===== src/rtl/sqp_pkg.sv =====
`default_nettype none

package sqp_pkg;

    // Fixed-point formats.
    localparam int ANGLE_FRAC_BITS = 24;
    localparam int OUT_FRAC_BITS   = 30;
    localparam int ANGLE_W         = 32;
    localparam int OUT_W           = 32;
    localparam int COEF_FRAC       = 30;
    localparam int OUT_SHIFT       = COEF_FRAC - OUT_FRAC_BITS;

    // Width of the product of the angle magnitude and 2/pi, and the number of
    // fraction bits in it.
    localparam int TW = 2 * ANGLE_W;
    localparam int SH = ANGLE_FRAC_BITS + 32;

    // Working width of the Q30 polynomial values and of their products.
    localparam int VW = 33;
    localparam int PW = 2 * VW;

    localparam logic [ANGLE_W-1:0] TWO_OVER_PI = 32'hA2F9_836E;

    localparam logic signed [VW-1:0] ONE_Q  = VW'(1) << COEF_FRAC;
    localparam logic signed [VW-1:0] HALF_Q = VW'(1) << (COEF_FRAC - 1);

    // Sine polynomial coefficients, Q30.
    localparam logic signed [VW-1:0] SIN_K1 = $signed(VW'(32'h6487_C700));
    localparam logic signed [VW-1:0] SIN_K3 = -$signed(VW'(32'h2952_E800));
    localparam logic signed [VW-1:0] SIN_K5 = $signed(VW'(32'h04F6_CA50));

    // Cosine polynomial coefficients, Q30.
    localparam logic signed [VW-1:0] COS_K2 = -$signed(VW'(32'h4EF4_E700));
    localparam logic signed [VW-1:0] COS_K4 = $signed(VW'(32'h103B_0000));
    localparam logic signed [VW-1:0] COS_K6 = -$signed(VW'(32'h014E_5EEC));

    // Reduced angle handed from the range reduction to the polynomial pipeline.
    typedef struct packed {
        logic                   valid;
        logic [1:0]             quad;
        logic signed [VW-1:0]   rem;
    } t_red;

    // Polynomial results handed to the output stage.
    typedef struct packed {
        logic                   valid;
        logic [1:0]             quad;
        logic signed [VW-1:0]   sin_v;
        logic signed [VW-1:0]   cos_v;
    } t_poly;

    // Brings a product of two Q30 values back to Q30, rounding to nearest
    // with halves away from zero.
    function automatic logic signed [VW-1:0] rnd_q(input logic signed [PW-1:0] p);
        logic [PW-1:0] m;
        logic [PW-1:0] h;
        m = p[PW-1] ? PW'(-p) : PW'(p);
        h = (m + (PW'(1) << (COEF_FRAC - 1))) >> COEF_FRAC;
        return p[PW-1] ? -$signed(h[VW-1:0]) : $signed(h[VW-1:0]);
    endfunction

endpackage

`default_nettype wire


===== src/rtl/sqp_reduce.sv =====
`default_nettype none

module sqp_reduce (
    input  wire logic                            i_clk,
    input  wire logic                            i_rst_n,
    input  wire logic                            i_valid,
    input  wire logic signed [sqp_pkg::ANGLE_W-1:0] i_angle,
    output sqp_pkg::t_red                        o_red
);
    import sqp_pkg::*;

    logic [2:0]             r_vld;
    logic                   r_neg1;
    logic [ANGLE_W-1:0]     r_mag1;
    logic                   r_neg2;
    logic [TW-1:0]          r_tmag2;
    logic [1:0]             r_quad3;
    logic signed [VW-1:0]   r_rem3;

    logic [ANGLE_W-1:0]     n_mag;
    logic [TW-1:0]          n_tmag;
    logic [SH-1:0]          n_frac;
    logic                   n_up;
    logic [SH-1:0]          n_rabs;
    logic [SH:0]            n_rsum;
    logic [30:0]            n_r30abs;
    logic                   n_rneg;
    logic [1:0]             n_qlo;
    logic [1:0]             n_quad;
    logic signed [VW-1:0]   n_rem;

    // Stage 1: magnitude of the angle.
    assign n_mag = i_angle[ANGLE_W-1] ? (ANGLE_W'(0) - ANGLE_W'(i_angle)) : ANGLE_W'(i_angle);

    // Stage 2: scale to quadrant units.
    assign n_tmag = r_mag1 * TWO_OVER_PI;

    // Stage 3: split into nearest whole quadrant and remainder. When the
    // fraction is a half or more the quadrant rounds up and the remainder
    // changes sign.
    assign n_frac   = r_tmag2[SH-1:0];
    assign n_up     = n_frac[SH-1];
    assign n_rabs   = n_up ? (SH'(0) - n_frac) : n_frac;
    assign n_rsum   = {1'b0, n_rabs} + ((SH+1)'(1) << (SH - 31));
    assign n_r30abs = n_rsum[SH:SH-30];
    assign n_rneg   = r_neg2 ^ n_up;
    assign n_rem    = n_rneg ? -$signed(VW'(n_r30abs)) : $signed(VW'(n_r30abs));
    assign n_qlo    = r_tmag2[SH+1:SH] + {1'b0, n_up};
    assign n_quad   = r_neg2 ? (2'd0 - n_qlo) : n_qlo;

    always_ff @(posedge i_clk) begin
        if (!i_rst_n) begin
            r_vld <= '0;
        end else begin
            r_vld <= {r_vld[1:0], i_valid};
        end
    end

    always_ff @(posedge i_clk) begin
        r_neg1  <= i_angle[ANGLE_W-1];
        r_mag1  <= n_mag;
        r_neg2  <= r_neg1;
        r_tmag2 <= n_tmag;
        r_quad3 <= n_quad;
        r_rem3  <= n_rem;
    end

    assign o_red.valid = r_vld[2];
    assign o_red.quad  = r_quad3;
    assign o_red.rem   = r_rem3;

`ifndef ASSERT_OFF
    // The remainder never leaves half a quadrant.
    a_rem_range: assert property (@(posedge i_clk) disable iff (!i_rst_n)
        r_vld[2] |-> (r_rem3 <= HALF_Q && r_rem3 >= -HALF_Q))
        else $error("remainder outside half a quadrant");
`endif

endmodule

`default_nettype wire


===== config.mk =====
export PLATFORM = sky130hd
export DESIGN_NAME = sqp_reduce
export DESIGN_NICKNAME = d
export VERILOG_FILES = /design/src/rtl/sqp_pkg.sv /design/src/rtl/sqp_reduce.sv
export SDC_FILE = /design/constraint.sdc
export NUM_CORES = 1
export LEC_CHECK = 0
export BUFFER_PORTS_ARGS = -buffer_cell sky130_fd_sc_hd__buf_2
export CAP_MARGIN = 20
export CORE_ASPECT_RATIO = 1.25
export CORE_MARGIN = 2
export CORE_UTILIZATION = 45
export CTS_CLUSTER_DIAMETER = 100
export DETAILED_ROUTE_END_ITERATION = 7
export GPL_TIMING_DRIVEN = 0
export PLACE_DENSITY_LB_ADDON = 0.05
export SLEW_MARGIN = 20
export SYNTH_ARGS = -nofsm -noshare
export SYNTH_HDL_FRONTEND = slang
export SYNTH_SLANG_ARGS = --single-unit

===== constraint.sdc =====
create_clock -name i_clk -period 9.5 [get_ports i_clk]
set_clock_uncertainty 0.1 [all_clocks]
set_input_delay 1.9 -clock i_clk [delete_from_list [all_inputs] [get_ports i_clk]]
set_output_delay 1.9 -clock i_clk [all_outputs]
set_load 0.01 [all_outputs]

==> impl_results.md <==
- Syn avg cell area: 9.71 um2
- Hold WC Path Type: reg -> reg
- Finished Cell Area: 24700 um2
- Crit path max-delay family: adder cells
- DR vias: 15800
- # hold bufs at CTS: 0
- Bufs and invs on worst path: 6
- CP arrival: 8.96 ns
- Clock-pin slew on the worst setup and hold paths: 0.06 ns
- Synth top area cells: fa_1 37%, ha_1 18%, dfxtp_1 11%, inv_1 11%, xnor2_1 4.8%
- Number of global-route vias before repair: 17100
- Gate count of the mapped netlist: 2365
- Share of post-route cells with drive strength above 1: 6.00%
- Sequential share of the synthesized area: 11.2%
- Ys async rst share: 0%
- Mux cell area share after synthesis: 0.267%
- Number of clock sinks: 129
- Number of fill cells: 4944
- Syn Nets: 3153
- Post_cts resized: 0
- Rows: 92
- Yosys warning count: 0
- Antenna viol nets, final: 0
- Status: completed
- Pin count of the biggest net entering global routing: 17
- CP Max Fanout: 7
- Main combinational cell family by area after synthesis: adder cells
- Number of detailed-route iterations in the first pass: 4
- Gpl congestion: 0.880
- Initial Util: 45.6%
- Flops & latches, synth: 129
- DR vias/cell: 5.06
- Post-Synth Adder-Cell Area: 54.7%
- I/O Buffers: 70
- Slew Limit Headroom: 29.7%
- H-tree lvl count: 4
- GR Overflow Total: 0
- Setup crit end kind: flop
- WP data required: 9.80 ns
- XOR/XNOR Fraction of Synth Area: 6.45%
- Simple-gate share of the synthesized area: 7.95%
- Complex-gate fraction of the synthesized area: 7.74%
- Max Slew Vio Count: 0
- Max_cap viols: 0
- Area share of the largest cell type after synthesis: 36.5%
- Area leader, netlist: fa_1
- Final min period: 8.66 ns
- Post-Synthesis Cell Area: 23000 um2
- CTS tree: done
- First-pass GRT wire length: 92600 um
- Multi-input gate area: 17700 um2
- N_diodes: 0
- Clock Path Buffers: 2
- Ys flop type: dfxtp_1
- CTS Root Buffer Type: clkbuf_16
- Die height: 257 um
- Setup TNS: 0 ns
- CP max-delay cell: o32ai_1
- Post-CTS Setup Bufs: 0
- Worst skew pair latency: 0.48 ns
- Achievable clock frequency: 115 MHz
- IO Pins: 71
- FF/Latch Area: 2580 um2
- Crit-path max cell delay: 0.81 ns
- Crit start category: flop
- CP dominant cell by count: fa_1
- Avg WL per Cell: 18.8 um
- Setup Crit Path Kind: reg -> reg
- Area post-placement: 24100 um2
- Fin. Hold Viols: 0
- Period utilization: 91.2%
- Tightest Pin Transition: 1.04 ns
- Core Area: 50400 um2
- Number of synthesized flops with an enable pin: 0
- Synth-to-layout area growth: 7.75%
- DIE AREA: 52900 um2
- Initial antenna violation count: 0
- Finish-stage setup viols: 0
- Unrepaired setup endpoints after global routing: false
- Final wirelength: 58800 um
- Yosys cell types: 79
- Tot GR Track Use: 23.5%
- Nets@finish: 3242
- Residual DRC: 0
- Die Wd: 206 um
- TritonCTS Buffers: 17
- Dpl hpwl: 52900 um
- 1st-iter DRT viols: 593
## cell families after synthesis
| logic type | Yosys count |
|---|---|
| flip-flops | 129 |
| AND/OR/NAND/NOR | 337 |
| multiplexers | 6 |
| buffers and inverters | 702 |
| XOR/XNOR | 169 |
| AO/OA/AOI/OAI | 269 |
| adder cells (fa/ha/maj) | 753 |
## state kept, by name, indices dropped and copies added (netlist names)
signal	flops
r_quad3	2
r_neg2	1
r_mag1	32
r_neg1	1
r_rem3	33
r_vld	3
r_tmag2	57
## Yosys cell counts (14+ instances only)
cell,number
inv_1,674
fa_1,419
ha_1,334
dfxtp_1,129
xnor2_1,127
nand2_1,80
a21oi_1,74
nor2_1,65
o21ai_0,58
xor2_1,42
nor3_1,31
nand3_1,26
a21o_1,24
nor2b_1,18
a31oi_1,14
and3_1,14
clkbuf_1,14
nand2b_1,14
## area by class of cell
type	count	share of cell area, %
Inverter	675	10.2
Timing Repair Buffer	70	1.42
Clock buffer	19	1.83
Clock inverter	11	0.617
Buffer	27	0.556
Tap cell	658	3.33
Multi-Input combinational cell	1534	71.6
Sequential cell	129	10.4
## placed cells by master, fill, tap and decap left out, drive strengths merged, types with 17 or more instances in the layout
cell    netlist  final
a21o         24     24
a21oi        74     74
buf          13     83
clkbuf       14     33
dfxtp       129    129
fa          419    419
ha          334    334
inv         675    678
nand2        82     82
nand3        26     26
nor2         65     65
nor2b        18     18
nor3         32     32
nor4         17     17
o21ai        59     59
xnor2       127    127
xor2         42     42
## final timing paths
check,from,endpoint,slack (ns),depth (start not counted)
min,r_vld[0],r_vld[1],0.34,1
max reg2reg,r_mag1[6],r_tmag2[53],0.84,27
max,r_mag1[6],r_tmag2[53],0.84,27
min reg2reg,r_vld[0],r_vld[1],0.34,1
## per-stage QoR
stage / utilization (%) / setup slack [ns] / std cells / hold slack [ns]
after floorplan: - / 2.24 / 2365 / 0.210
after global placement: 47.9 / 0.825 / 3093 / 0.316
after detailed placement: 47.9 / 0.814 / 3093 / 0.335
after CTS: 49.1 / 0.752 / 3123 / 0.349
after global routing: 49.1 / 0.406 / 3123 / 0.354
final: 49.1 / 0.838 / 3123 / 0.336
## worst reg2reg max path: stages (launching register included)
cell	delay (ns)
dfxtp_1	0.64
inv_1	0.22
fa_1	0.54
fa_1	0.52
inv_1	0.06
fa_1	0.39
inv_1	0.11
fa_1	0.40
inv_1	0.08
fa_1	0.45
fa_1	0.52
fa_1	0.57
inv_1	0.07
fa_1	0.55
inv_1	0.05
ha_1	0.41
o21ai_0	0.12
a21oi_1	0.25
o21ai_0	0.19
o32ai_1	0.81
nor4b_1	0.18
nor3_1	0.29
a311oi_1	0.16
o21bai_1	0.21
a21oi_1	0.10
o21ba_2	0.21
o21ai_0	0.22
xor2_1	0.17
## routing by layer
| metal | part of all wire (%) | global-route usage (%) | up-vias |
|---|---|---|---|
| li1 | - | - | 7557 |
| met1 | 40 | 27.9 | 7950 |
| met2 | 53 | 41.8 | 202 |
| met3 | 2.1 | 3.05 | 97 |
| met4 | 4.7 | 11.0 | 0 |
| met5 | 0 | 0 | - |
Power is left out: the tool's default activity adds up to more than one toggle a clock period on the data nets, which glitch-free logic cannot reach.
