--- src/rtl/sqp_pkg.sv ---
`default_nettype none

package sqp_pkg;

    // Fixed-point formats.
    localparam int ANGLE_FRAC_BITS = 24;
    localparam int OUT_FRAC_BITS   = 30;
    localparam int ANGLE_W         = 32;
    localparam int OUT_W           = 32;
    localparam int COEF_FRAC       = 30;
    localparam int OUT_SHIFT       = COEF_FRAC - OUT_FRAC_BITS;

    // Width of the product of the angle magnitude and 2/pi, and the number of
    // fraction bits in it.
    localparam int TW = 2 * ANGLE_W;
    localparam int SH = ANGLE_FRAC_BITS + 32;

    // Working width of the Q30 polynomial values and of their products.
    localparam int VW = 33;
    localparam int PW = 2 * VW;

    localparam logic [ANGLE_W-1:0] TWO_OVER_PI = 32'hA2F9_836E;

    localparam logic signed [VW-1:0] ONE_Q  = VW'(1) << COEF_FRAC;
    localparam logic signed [VW-1:0] HALF_Q = VW'(1) << (COEF_FRAC - 1);

    // Sine polynomial coefficients, Q30.
    localparam logic signed [VW-1:0] SIN_K1 = $signed(VW'(32'h6487_C700));
    localparam logic signed [VW-1:0] SIN_K3 = -$signed(VW'(32'h2952_E800));
    localparam logic signed [VW-1:0] SIN_K5 = $signed(VW'(32'h04F6_CA50));

    // Cosine polynomial coefficients, Q30.
    localparam logic signed [VW-1:0] COS_K2 = -$signed(VW'(32'h4EF4_E700));
    localparam logic signed [VW-1:0] COS_K4 = $signed(VW'(32'h103B_0000));
    localparam logic signed [VW-1:0] COS_K6 = -$signed(VW'(32'h014E_5EEC));

    // Reduced angle handed from the range reduction to the polynomial pipeline.
    typedef struct packed {
        logic                   valid;
        logic [1:0]             quad;
        logic signed [VW-1:0]   rem;
    } t_red;

    // Polynomial results handed to the output stage.
    typedef struct packed {
        logic                   valid;
        logic [1:0]             quad;
        logic signed [VW-1:0]   sin_v;
        logic signed [VW-1:0]   cos_v;
    } t_poly;

    // Brings a product of two Q30 values back to Q30, rounding to nearest
    // with halves away from zero.
    function automatic logic signed [VW-1:0] rnd_q(input logic signed [PW-1:0] p);
        logic [PW-1:0] m;
        logic [PW-1:0] h;
        m = p[PW-1] ? PW'(-p) : PW'(p);
        h = (m + (PW'(1) << (COEF_FRAC - 1))) >> COEF_FRAC;
        return p[PW-1] ? -$signed(h[VW-1:0]) : $signed(h[VW-1:0]);
    endfunction

endpackage

`default_nettype wire

--- src/rtl/sqp_out.sv ---
`default_nettype none

module sqp_out (
    input  wire logic                          i_clk,
    input  wire logic                          i_rst_n,
    input  wire sqp_pkg::t_poly                i_poly,
    output logic                               o_valid,
    output logic signed [sqp_pkg::OUT_W-1:0]   o_sine,
    output logic signed [sqp_pkg::OUT_W-1:0]   o_cosine
);
    import sqp_pkg::*;

    localparam logic signed [OUT_W-1:0] OUT_ONE  = OUT_W'(1) << OUT_FRAC_BITS;
    localparam logic signed [OUT_W-1:0] OUT_HALF = OUT_W'(1) << (OUT_FRAC_BITS - 1);

    logic                   r_vld1;
    logic                   r_vld2;
    logic signed [VW-1:0]   r_so1;
    logic signed [VW-1:0]   r_co1;
    logic signed [OUT_W-1:0] r_sine;
    logic signed [OUT_W-1:0] r_cosine;

    logic signed [VW-1:0]   n_so;
    logic signed [VW-1:0]   n_co;

    function automatic logic signed [VW-1:0] clamp_one(input logic signed [VW-1:0] v);
        if (v > ONE_Q) begin
            return ONE_Q;
        end else if (v < -ONE_Q) begin
            return -ONE_Q;
        end
        return v;
    endfunction

    // Rounds a clamped Q30 value to the output format, halves away from zero.
    function automatic logic signed [OUT_W-1:0] to_out(input logic signed [VW-1:0] v);
        logic [VW-1:0]          m;
        logic [VW-1:0]          h;
        logic signed [VW-1:0]   t;
        m = v[VW-1] ? VW'(-v) : VW'(v);
        h = (m + VW'((1 << OUT_SHIFT) >> 1)) >> OUT_SHIFT;
        if (h > (VW'(1) << OUT_FRAC_BITS)) begin
            h = VW'(1) << OUT_FRAC_BITS;
        end
        t = v[VW-1] ? -$signed(h) : $signed(h);
        return OUT_W'(t);
    endfunction

    // Odd quadrants swap the two polynomials; the upper quadrant bit negates.
    always_comb begin
        if (i_poly.quad[0]) begin
            n_so = i_poly.cos_v;
            n_co = -i_poly.sin_v;
        end else begin
            n_so = i_poly.sin_v;
            n_co = i_poly.cos_v;
        end
        if (i_poly.quad[1]) begin
            n_so = -n_so;
            n_co = -n_co;
        end
    end

    always_ff @(posedge i_clk) begin
        if (!i_rst_n) begin
            r_vld1 <= 1'b0;
            r_vld2 <= 1'b0;
        end else begin
            r_vld1 <= i_poly.valid;
            r_vld2 <= r_vld1;
        end
    end

    always_ff @(posedge i_clk) begin
        r_so1    <= clamp_one(n_so);
        r_co1    <= clamp_one(n_co);
        r_sine   <= to_out(r_so1);
        r_cosine <= to_out(r_co1);
    end

    assign o_valid  = r_vld2;
    assign o_sine   = r_sine;
    assign o_cosine = r_cosine;

`ifndef ASSERT_OFF
    a_sine_sat: assert property (@(posedge i_clk) disable iff (!i_rst_n)
        r_vld2 |-> (r_sine <= OUT_ONE && r_sine >= -OUT_ONE))
        else $error("sine beyond plus or minus one");

    a_cosine_sat: assert property (@(posedge i_clk) disable iff (!i_rst_n)
        r_vld2 |-> (r_cosine <= OUT_ONE && r_cosine >= -OUT_ONE))
        else $error("cosine beyond plus or minus one");

    // Sine and cosine of one angle can never both be small.
    a_not_both_small: assert property (@(posedge i_clk) disable iff (!i_rst_n)
        r_vld2 |-> (r_sine >= OUT_HALF || r_sine <= -OUT_HALF ||
                    r_cosine >= OUT_HALF || r_cosine <= -OUT_HALF))
        else $error("sine and cosine both below one half");
`endif

endmodule

`default_nettype wire

--- config.mk ---
export PLATFORM = sky130hd
export DESIGN_NAME = sqp_out
export DESIGN_NICKNAME = d
export VERILOG_FILES = /design/src/rtl/sqp_pkg.sv /design/src/rtl/sqp_out.sv
export SDC_FILE = /design/constraint.sdc
export NUM_CORES = 1
export LEC_CHECK = 0
export ABC_AREA = 1
export BUFFER_PORTS_ARGS = -buffer_cell sky130_fd_sc_hd__buf_2
export CAP_MARGIN = 15
export CELL_PAD_IN_SITES_DETAIL_PLACEMENT = 0
export CELL_PAD_IN_SITES_GLOBAL_PLACEMENT = 2
export CORE_MARGIN = 2
export CORE_UTILIZATION = 28
export CTS_CLUSTER_SIZE = 10
export DETAILED_ROUTE_END_ITERATION = 10
export GPL_ROUTABILITY_DRIVEN = 0
export GPL_TIMING_DRIVEN = 0
export PLACE_DENSITY = 0.85
export SYNTH_ARGS = -nofsm -noshare
export SYNTH_HDL_FRONTEND = slang
export SYNTH_SLANG_ARGS = --single-unit
--- constraint.sdc ---
create_clock -name i_clk -period 3 [get_ports i_clk]
set_clock_uncertainty 0.1 [all_clocks]
set_input_delay 0 -clock i_clk [delete_from_list [all_inputs] [get_ports i_clk]]
set_output_delay 0 -clock i_clk [all_outputs]
set_load 0.01 [all_outputs]
==> flow_summary.yaml, run 1 <==
yosys:
  syn-num-nets: 2325
  async_flop_share: 0
  synth_area_sq_um: 12600
  ys_seq_elements: 132
  netlist_instances: 2245
  syn_area_per_cell_sq_um: 5.62
  synth_edf_count: 0
  synth_cell_types: 49
  ys.flop_type: "dfxtp_1"
  ys_seq_area_frac: 0.209
  synth_warnings: 0
cells_and_area:
  fillerInstances: 4935
  final_cell_mix: "785 x nand2_1, 247 x nor2_1, 235 x inv_1"
  final_common_cell: "nand2_1"
  fin_nets: 2546
  post-route-util: 0.367
  area_delta_synth_final_pct: 28.9
  stdcell_area_sq_um: 16300
  drive_gt1_frac: 0.231
  n_antenna_cell: 0
setup_path:
  worstPathCellList: "inv_4 -> buf_4 -> nand3_4 -> nor2_4 -> nand2_2 -> nand2_2 -> nand3_1 -> nand2_1 -> nand2_1 -> nor2_1 -> nand2_1 -> nor2_2 -> nand3_1 -> nand2_2 -> buf_6 -> buf_6 -> buf_8 -> nand2_4 -> ha_4 -> nand2_4 -> nor2_4 -> xor2_1 -> nand2_1 -> nand2_1"
  cp_slowest_cell: "dfxtp_2"
  critical_path.most_common_cell: "nand2_1"
  r2r_slack_ns: -0.09
  crit_end: "o_cosine[14]$_DFF_P_"
  crit_arrival_ns: 3.31
  path_class: "reg -> reg"
  max_stage_delay_ns: 0.34
  cp.required_ns: 3.22
  ff2ff_path_depth: 24
  worstSetupEndpointType: "register"
  crit_path_start: "r_co1[0]$_SDFF_PP0_"
  regToRegEndpoint: "o_cosine[14]$_DFF_P_"
  start_kind: "register"
  rr_startpoint: "r_co1[0]$_SDFF_PP0_"
  critPathMaxFanout: 5
timing:
  setup_slack_ns: -0.0900
  max_freq_mhz: 324
  slew_headroom: 0.422
  fin_crit_sh: 1.03
  max_slew.worst_pin.slew_ns: 0.858
  fin_crit_ns: 3.09
  tns_ns: -0.560
  rsz0062_at_grt: "true"
  maxSlewViolCount: 0
  hold_viol: 0
  setup_viol: 16
cts:
  path_clk_slew_ns: 0.07
  h-tree-depth: 4
  cts_root_buf: "clkbuf_16"
  cts_buffer_depth: 2
  cts_tree: "done"
  clock_latency_ns: 0.44
  cts.sinks: 132
  cts_buffers: 17
place:
  port_buffers: 134
  dp_hpwl_microns: 37400
  dpl_cell_area_sq_um: 14100
  pre_cts_slack_ns: -0.806
detailed_routing:
  routed-via-count: 14467
  firstDrtPassIters: 5
  via_per_inst: 4.71
  antenna_left: 0
  wirelength_microns: 45700
  drtIter0Drc: 974
  drc: 0
  wire_per_inst_microns: 14.9
power_and_ir_drop:
  ir_drop_mv: 0.344
  p_leak_nw: 8.09
  power_mw: 10.6
  powerDensity_nw_per_um2: 653
die:
  row_count: 77
  core-area_sq_um: 44300
  die-area_sq_um: 46800
  initial_core_util: 0.285
  die_y_microns: 216
  io_pins: 136
  fp.dieW_microns: 216
global_route:
  grt_max_degree: 17
  grt_remaining_overflow: 0
  grt_first_pass_wirelength_microns: 73500
  antenna_found_initial: 0
  grt_use_total: 0.195
  grt_pass1_vias: 14015
outcome:
  outcome: "finished with violations"
  failed_checks: "setup timing"
worst_hold_path:
  hold_class: "in -> reg"
  hold_depth: 6
run:
  drv_cap: 0
==> per-stage QoR <==
step	hold WS, ns	std cells
finish	0.00455	3071
global route	0.0495	3071
CTS	0.00149	3045
detailed placement	0.0920	2971
global placement	0.0829	2971
floorplan	-0.00655	2245
==> how the worst min path moves through the flow <==
| stage | from | endpoint | slack [ns] |
|---|---|---|---|
| detailed placement | i_poly[68] | r_vld1$_SDFF_PN0_ | 0.09 |
| floorplan | i_rst_n | o_valid$_SDFF_PN0_ | -0.007 |
| global placement | i_poly[68] | r_vld1$_SDFF_PN0_ | 0.08 |
| CTS | i_poly[18] | r_co1[18]$_SDFF_PP0_ | 0.001 |
| global route | i_poly[2] | r_co1[2]$_SDFF_PP0_ | 0.05 |
| finish | i_poly[20] | r_co1[20]$_SDFF_PP0_ | 0.005 |
==> area by class of cell <==
class	count	area (sq um)	area share
plain buffers	62	487	0.0299
clock buffers	19	453	0.0279
clock inverters	13	158	0.00970
inverters	254	963	0.0593
multi-input cells	1797	9530	0.586
flip-flops and latches	132	2650	0.163
well taps	592	741	0.0456
repair buffers	202	1270	0.0782
==> sequential cells by signal, indices dropped and copies added, names as in the netlist <==
signal    flops
o_valid       1
r_co1        33
r_so1        33
r_vld1        1
o_cosine     32
o_sine       32
==> cells in the mapped netlist (7+ instances only) <==
cell type | n | area [sq um]
nor3_1 | 7 | 35.0
nand2_4 | 7 | 78.8
nor2_1 | 303 | 1140
inv_2 | 10 | 37.5
inv_1 | 243 | 912
nand3_1 | 201 | 1010
o21ai_1 | 34 | 170
xnor2_1 | 18 | 158
buf_4 | 8 | 60.1
xor2_1 | 68 | 596
buf_6 | 12 | 135
o41ai_1 | 26 | 228
nand3b_1 | 21 | 158
nand2_2 | 18 | 113
buf_2 | 21 | 105
nand2_1 | 843 | 3160
o21ai_0 | 68 | 340
nand4_1 | 43 | 269
clkbuf_1 | 15 | 56.3
o31ai_1 | 17 | 128
or2_2 | 9 | 56.3
ha_1 | 9 | 113
dfxtp_1 | 132 | 2640
nor2_4 | 28 | 315
nor2_2 | 31 | 194
==> power breakdown <==
group / internal, mW / switching (mW) / total [mW]
Combinational: 2.21 / 3.77 / 5.98
Sequential: 2.28 / 0.220 / 2.50
Clock: 1.34 / 0.792 / 2.13
==> metal layers <==
| layer | wire, microns | global-route usage | vias up |
|---|---|---|---|
| li1 | - | - | 7523 |
| met1 | 21300 | 0.251 | 6482 |
| met2 | 21500 | 0.336 | 383 |
| met3 | 1690 | 0.0218 | 79 |
| met4 | 1170 | 0.0701 | 0 |
| met5 | 0 | 0 | - |
==> critical path, delay by kind of cell (launching register included) <==
family | cells | cell delay [ns]
xor gates and xnor gates | 1 | 0.15
adders and majority gates | 1 | 0.21
DFF | 1 | 0.34
and+or+nand+nor | 17 | 1.66
buffers and inverters | 5 | 0.48
==> timing repair <==
item | 4_1_cts | 5_1_grt
endpoints found under the hold margin | 6 | 0
gates cloned | 1 | 2
resized for setup | 132 | 148
setup endpoints to repair | 60 | 90
buffers inserted | 36 | 24
hold buffers | 7 | 0
pin swaps | 45 | 71
==> cells by family after synthesis <==
group           Yosys count  share of synthesized area
fa+ha+maj                 9                    0.00892
xor+xnor                 88                     0.0623
simple gates           1529                      0.529
flops                   132                      0.209
compound gates          170                     0.0840
buf+inv                 317                      0.107
(Power assumes the default switching activity.)
==> inputs of run 2 (changes only) <==
GPL_ROUTABILITY_DRIVEN = 1   (was 0)
clock period = 2.6 ns   (was 3 ns; I/O delays follow)
==> flow_summary.yaml, run 2 (same netlist as run 1, synthesis figures left out) <==
cts:
  cts.sinks: 132
  cts_buffers: 17
  cts_buffer_depth: 2
  clock_latency_ns: 0.44
  h-tree-depth: 4
  cts_root_buf: "clkbuf_16"
  path_clk_slew_ns: 0.06
  cts_tree: "done"
global_route:
  grt_busiest_layer: "met2"
  use_met3: 0.0192
  grt_pass1_vias: 14051
  use_met1: 0.257
  grt_first_pass_wirelength_microns: 74800
  grt_max_degree: 17
  grt_remaining_overflow: 0
  grtUsageMet2: 0.350
  grt_use_total: 0.200
  antenna_found_initial: 0
cells_and_area:
  area_delta_synth_final_pct: 36.0
  n_antenna_cell: 0
  largest_registers: "r_co1: 33 flops, r_so1: 33 flops"
  fin_nets: 2564
  post-route-util: 0.387
  final_cell_mix: "735 x nand2_1, 230 x inv_1, 227 x nor2_1"
  drive_gt1_frac: 0.284
  final_common_cell: "nand2_1"
setup_path:
  path_class: "reg -> reg"
  cp.required_ns: 2.82
  crit_arrival_ns: 3.24
  critPathMaxFanout: 10
  start_kind: "register"
  worstSetupEndpointType: "register"
power_and_ir_drop:
  powerDensity_nw_per_um2: 743
  p_leak_nw: 8.37
  ir_drop_mv: 0.365
detailed_routing:
  drtIter0Drc: 772
  antenna_left: 0
  routed-via-count: 14506
  firstDrtPassIters: 6
  drc: 0
  via_per_inst: 4.70
  wire_per_inst_microns: 15.2
  wirelength_microns: 47000
timing:
  max_slew.worst_pin.slew_ns: 0.877
  hold_ws_ns: -0.0191
  max_freq_mhz: 331
  tns_ns: -18.64
  fin_crit_sh: 1.16
  setup_viol: 62
  rsz0062_at_grt: "true"
  fin_crit_ns: 3.02
  slew_headroom: 0.409
  hold_viol: 1
  setup_slack_ns: -0.420
  maxSlewViolCount: 0
die:
  io_pins: 136
  fp.dieW_microns: 216
  row_count: 77
  die_y_microns: 216
  die-area_sq_um: 46800
  initial_core_util: 0.285
  core-area_sq_um: 44300
place:
  place.gp.congestion: 0.928
  port_buffers: 134
  dp_hpwl_microns: 38600
outcome:
  outcome: "finished with violations"
  failed_checks: "hold timing, setup timing"
run:
  drv_cap: 0
worst_hold_path:
  hold_class: "in -> reg"
[run 2: stage by stage]
| stage | instance area (sq um) | power (mW) | instances | worst slack (ns) |
|---|---|---|---|---|
| after CTS | 15900 | 12.1 | 3049 | -0.429 |
| after global placement | 14400 | 8.77 | 2971 | -0.905 |
| after global routing | 17200 | 13.7 | 3089 | -0.618 |
| after detailed placement | 14400 | 8.78 | 2971 | -0.931 |
| final | 17200 | 12.8 | 3089 | -0.420 |
| after floorplan | 13000 | 6.98 | 2245 | -0.0794 |
[run 2: layout make-up]
type | count | area (sq um)
tap | 592 | 741
sequential | 132 | 2660
clock inverter | 12 | 154
multi-input combinational | 1797 | 10200
clock buffer | 20 | 467
inverter | 254 | 975
fill | 4906 | 27200
buffer | 60 | 523
timing repair buffer | 222 | 1470
[run 2: worst paths after layout]
| path | cells past startpoint | from | slack [ns] | to |
|---|---|---|---|---|
| worst max register to register | 17 | r_co1[32]$_DFF_P_ | -0.42 | o_cosine[16]$_DFF_P_ |
| worst min-delay path | 4 | i_poly[2] | -0.02 | r_so1[2]$_SDFF_PN0_ |
| worst max-delay path | 17 | r_co1[32]$_DFF_P_ | -0.42 | o_cosine[16]$_DFF_P_ |
| worst min register to register | 2 | r_vld1$_SDFF_PN0_ | 0.31 | o_valid$_SDFF_PN0_ |
[run 2: worst max-delay path, stage by stage (launching register included)]
cell and delay [ns]:
dfxtp_1 0.43, buf_2 0.29, o21ai_0 0.16, xor2_1 0.30
inv_1 0.10, nand4_1 0.12, nor2_1 0.07, nand3_1 0.09
nand2_2 0.08, buf_6 0.13, buf_8 0.11, buf_8 0.12
nand2_4 0.06, ha_4 0.20, nand2_8 0.08, o21ai_4 0.23
nand2_2 0.09, xnor2_2 0.14
[run 2: metal layers]
layer,part of all wire,routed length (microns),up-vias
met1,0.46,21700,6559
met5,0,0,-
met2,0.48,22400,331
li1,-,-,7548
met3,0.035,1660,68
met4,0.028,1300,0
[run 2: timing repair]
item,in CTS,in global routing
buffers inserted,37,40
endpoints found under the hold margin,8,1
hold buffers,8,1
endpoints found under the setup margin,124,124
pin swaps,62,95
gates cloned,2,4
resized for setup,164,263
[run 2: where the power goes]
| group | switching (mW) | internal (mW) | leakage [nW] |
|---|---|---|---|
| sequential | 0.263 | 2.63 | 1.10 |
| combinational | 4.59 | 2.80 | 6.96 |
| clock | 0.897 | 1.58 | 0.310 |
==> inputs of run 3 (changes only) <==
CORE_MARGIN = 3   (was 2)
PLACE_DENSITY = not set   (was 0.85)
PLACE_DENSITY_LB_ADDON = 0.3   (was not set)
==> flow_summary.yaml, run 3 (same netlist as run 1, synthesis figures left out) <==
outcome:
  outcome: "finished with violations"
  failed_checks: "hold timing, setup timing"
cells_and_area:
  multiInputGateArea_sq_um: 10400
  final_common_cell: "nand2_1"
  final_cell_mix: "722 x nand2_1, 230 x inv_1, 213 x nor2_1"
  fillerInstances: 4890
  area_delta_synth_final_pct: 39.7
  n_antenna_cell: 0
  largest_registers: "r_co1: 33 flops, r_so1: 33 flops"
  seqCellArea_sq_um: 2660
  fin_nets: 2592
  drive_gt1_frac: 0.310
  finalNonFillerCells: 3117
timing:
  rsz0062_at_grt: "true"
  slew_headroom: 0.346
  fin_crit_ns: 3.00
  fin_crit_sh: 1.15
  hold_ws_ns: -0.00792
  setup_slack_ns: -0.395
  max_slew.worst_pin.slew_ns: 0.970
  max_freq_mhz: 334
  setup_viol: 62
  hold_viol: 1
  maxSlewViolCount: 0
global_route:
  grt_remaining_overflow: 0
  grt_max_degree: 17
  grt_use_total: 0.202
  grt_first_pass_wirelength_microns: 76300
  grt_pass1_vias: 14053
  antenna_found_initial: 0
power_and_ir_drop:
  p_clk_frac: 0.193
  intPower_mw: 7.08
  switching_share: 0.451
  power_frac_seq: 0.224
  ir_drop_mv: 0.380
  p_switching_mw: 5.81
  power.share.combinational: 0.584
  p_leak_nw: 8.51
  powerDensity_nw_per_um2: 731
die:
  initial_core_util: 0.284
  die_y_microns: 218
  io_pins: 136
  row_count: 77
  core-area_sq_um: 44400
  die-area_sq_um: 47600
  fp.dieW_microns: 218
setup_path:
  ff2ff_path_depth: 24
  critPathMaxFanout: 5
  r2r_slack_ns: -0.40
  regToRegEndpoint: "o_cosine[14]$_DFF_P_"
  worstSetupEndpointType: "register"
  crit_end: "o_cosine[14]$_DFF_P_"
  path_class: "reg -> reg"
  crit_path_start: "r_co1[0]$_SDFF_PP0_"
  crit_arrival_ns: 3.21
  start_kind: "register"
  rr_startpoint: "r_co1[0]$_SDFF_PP0_"
  cp.required_ns: 2.82
cts:
  path_clk_slew_ns: 0.07
  cts.sinks: 132
  cts_tree: "done"
  cts_buffers: 17
  h-tree-depth: 4
  clock_latency_ns: 0.44
  cts_root_buf: "clkbuf_16"
  cts_buffer_depth: 2
place:
  dp_cells: 2971
  dp_hpwl_microns: 39600
  place.gp.congestion: 0.898
  port_buffers: 134
worst_hold_path:
  hold_class: "in -> reg"
detailed_routing:
  drc: 0
  drtIter0Drc: 810
  wirelength_microns: 48600
  via_per_inst: 4.68
  antenna_left: 0
  wire_per_inst_microns: 15.6
  firstDrtPassIters: 8
  routed-via-count: 14590
run:
  drv_cap: 0
[run 3: cell count changes in the layout (fill, tap and decap cells not counted), sizes merged]
cell,previous run,this run
buf,251,278
clkbuf,42,41
clkinv,10,5
clkinvlp,0,3
dlygate4sd3,9,8
inv,253,257
nor2,362,363
[run 3: timing repair]
item	CTS	global route
setup endpoints to repair	124	124
resized for setup	224	253
endpoints found under the hold margin	6	1
pin swaps	86	101
cloned	2	6
hold buffers	7	1
setup buffers	59	42
[run 3: worst min-delay path by stage]
stage | cells after the start | end | start | slack [ns]
6_report | 4 | r_so1[2]$_SDFF_PN0_ | i_poly[2] | -0.008
5_1_grt | 4 | r_so1[2]$_SDFF_PN0_ | i_poly[2] | 0.03
4_1_cts | 5 | r_co1[2]$_SDFF_PP0_ | i_poly[2] | 0.01
3_5_place_dp | 3 | r_vld1$_SDFF_PN0_ | i_poly[68] | 0.09
3_3_place_gp | 3 | r_vld1$_SDFF_PN0_ | i_poly[68] | 0.08
2_1_floorplan | 2 | o_valid$_SDFF_PN0_ | i_rst_n | -0.007
[run 3: layout make-up]
type | instances | share of cell area
sequential | 132 | 0.151
clock buffer | 18 | 0.0249
clock inverter | 14 | 0.00993
timing repair buffer | 248 | 0.0979
multi-input combinational | 1798 | 0.588
tap | 592 | 0.0420
buffer | 61 | 0.0306
inverter | 254 | 0.0558
[run 3: metrics by stage]
stage | TNS, ns | power [mW] | util | setup WS, ns | area (sq um)
floorplan | -1.09 | 6.98 | - | -0.0794 | 13000
global placement | -89.34 | 8.78 | 0.323 | -0.975 | 14400
detailed placement | -87.53 | 8.79 | 0.323 | -0.970 | 14400
CTS | -18.82 | 12.4 | 0.368 | -0.438 | 16300
global route | -31.54 | 13.9 | 0.397 | -0.639 | 17600
finish | -16.66 | 12.9 | 0.397 | -0.395 | 17600
[run 3: power by group through the flow]
| stage | Combinational (mW) | Clock (mW) | Sequential (mW) |
|---|---|---|---|
| floorplan | 3.87 | 0 | 3.11 |
| global placement | 5.88 | 0 | 2.90 |
| detailed placement | 5.88 | 0 | 2.91 |
| CTS | 7.01 | 2.55 | 2.88 |
| global route | 8.32 | 2.64 | 2.95 |
| finish | 7.53 | 2.48 | 2.88 |
[run 3: worst max-delay path: stages, from the launching register on]
cell	delay, ns
dfxtp_2	0.33
inv_4	0.07
ha_4	0.14
nand3_4	0.09
nor2_4	0.20
nand3_2	0.13
nand2_4	0.12
nand2_2	0.06
nand2_2	0.09
nand2_4	0.07
nor2_4	0.11
nand2_1	0.06
nor2_2	0.14
nand3_2	0.10
nand2_4	0.09
buf_6	0.11
buf_6	0.09
buf_8	0.09
nand2_4	0.05
ha_4	0.21
nand2_4	0.08
nor2_4	0.05
xor2_1	0.14
nand2_1	0.08
nand2_2	0.06
[run 3: routing by layer]
layer	part of all wire	track usage	vias to the layer above
met3	0.029	0.0164	66
met2	0.48	0.351	297
li1	-	-	7609
met5	0	0	-
met4	0.027	0.0654	0
met1	0.47	0.265	6618
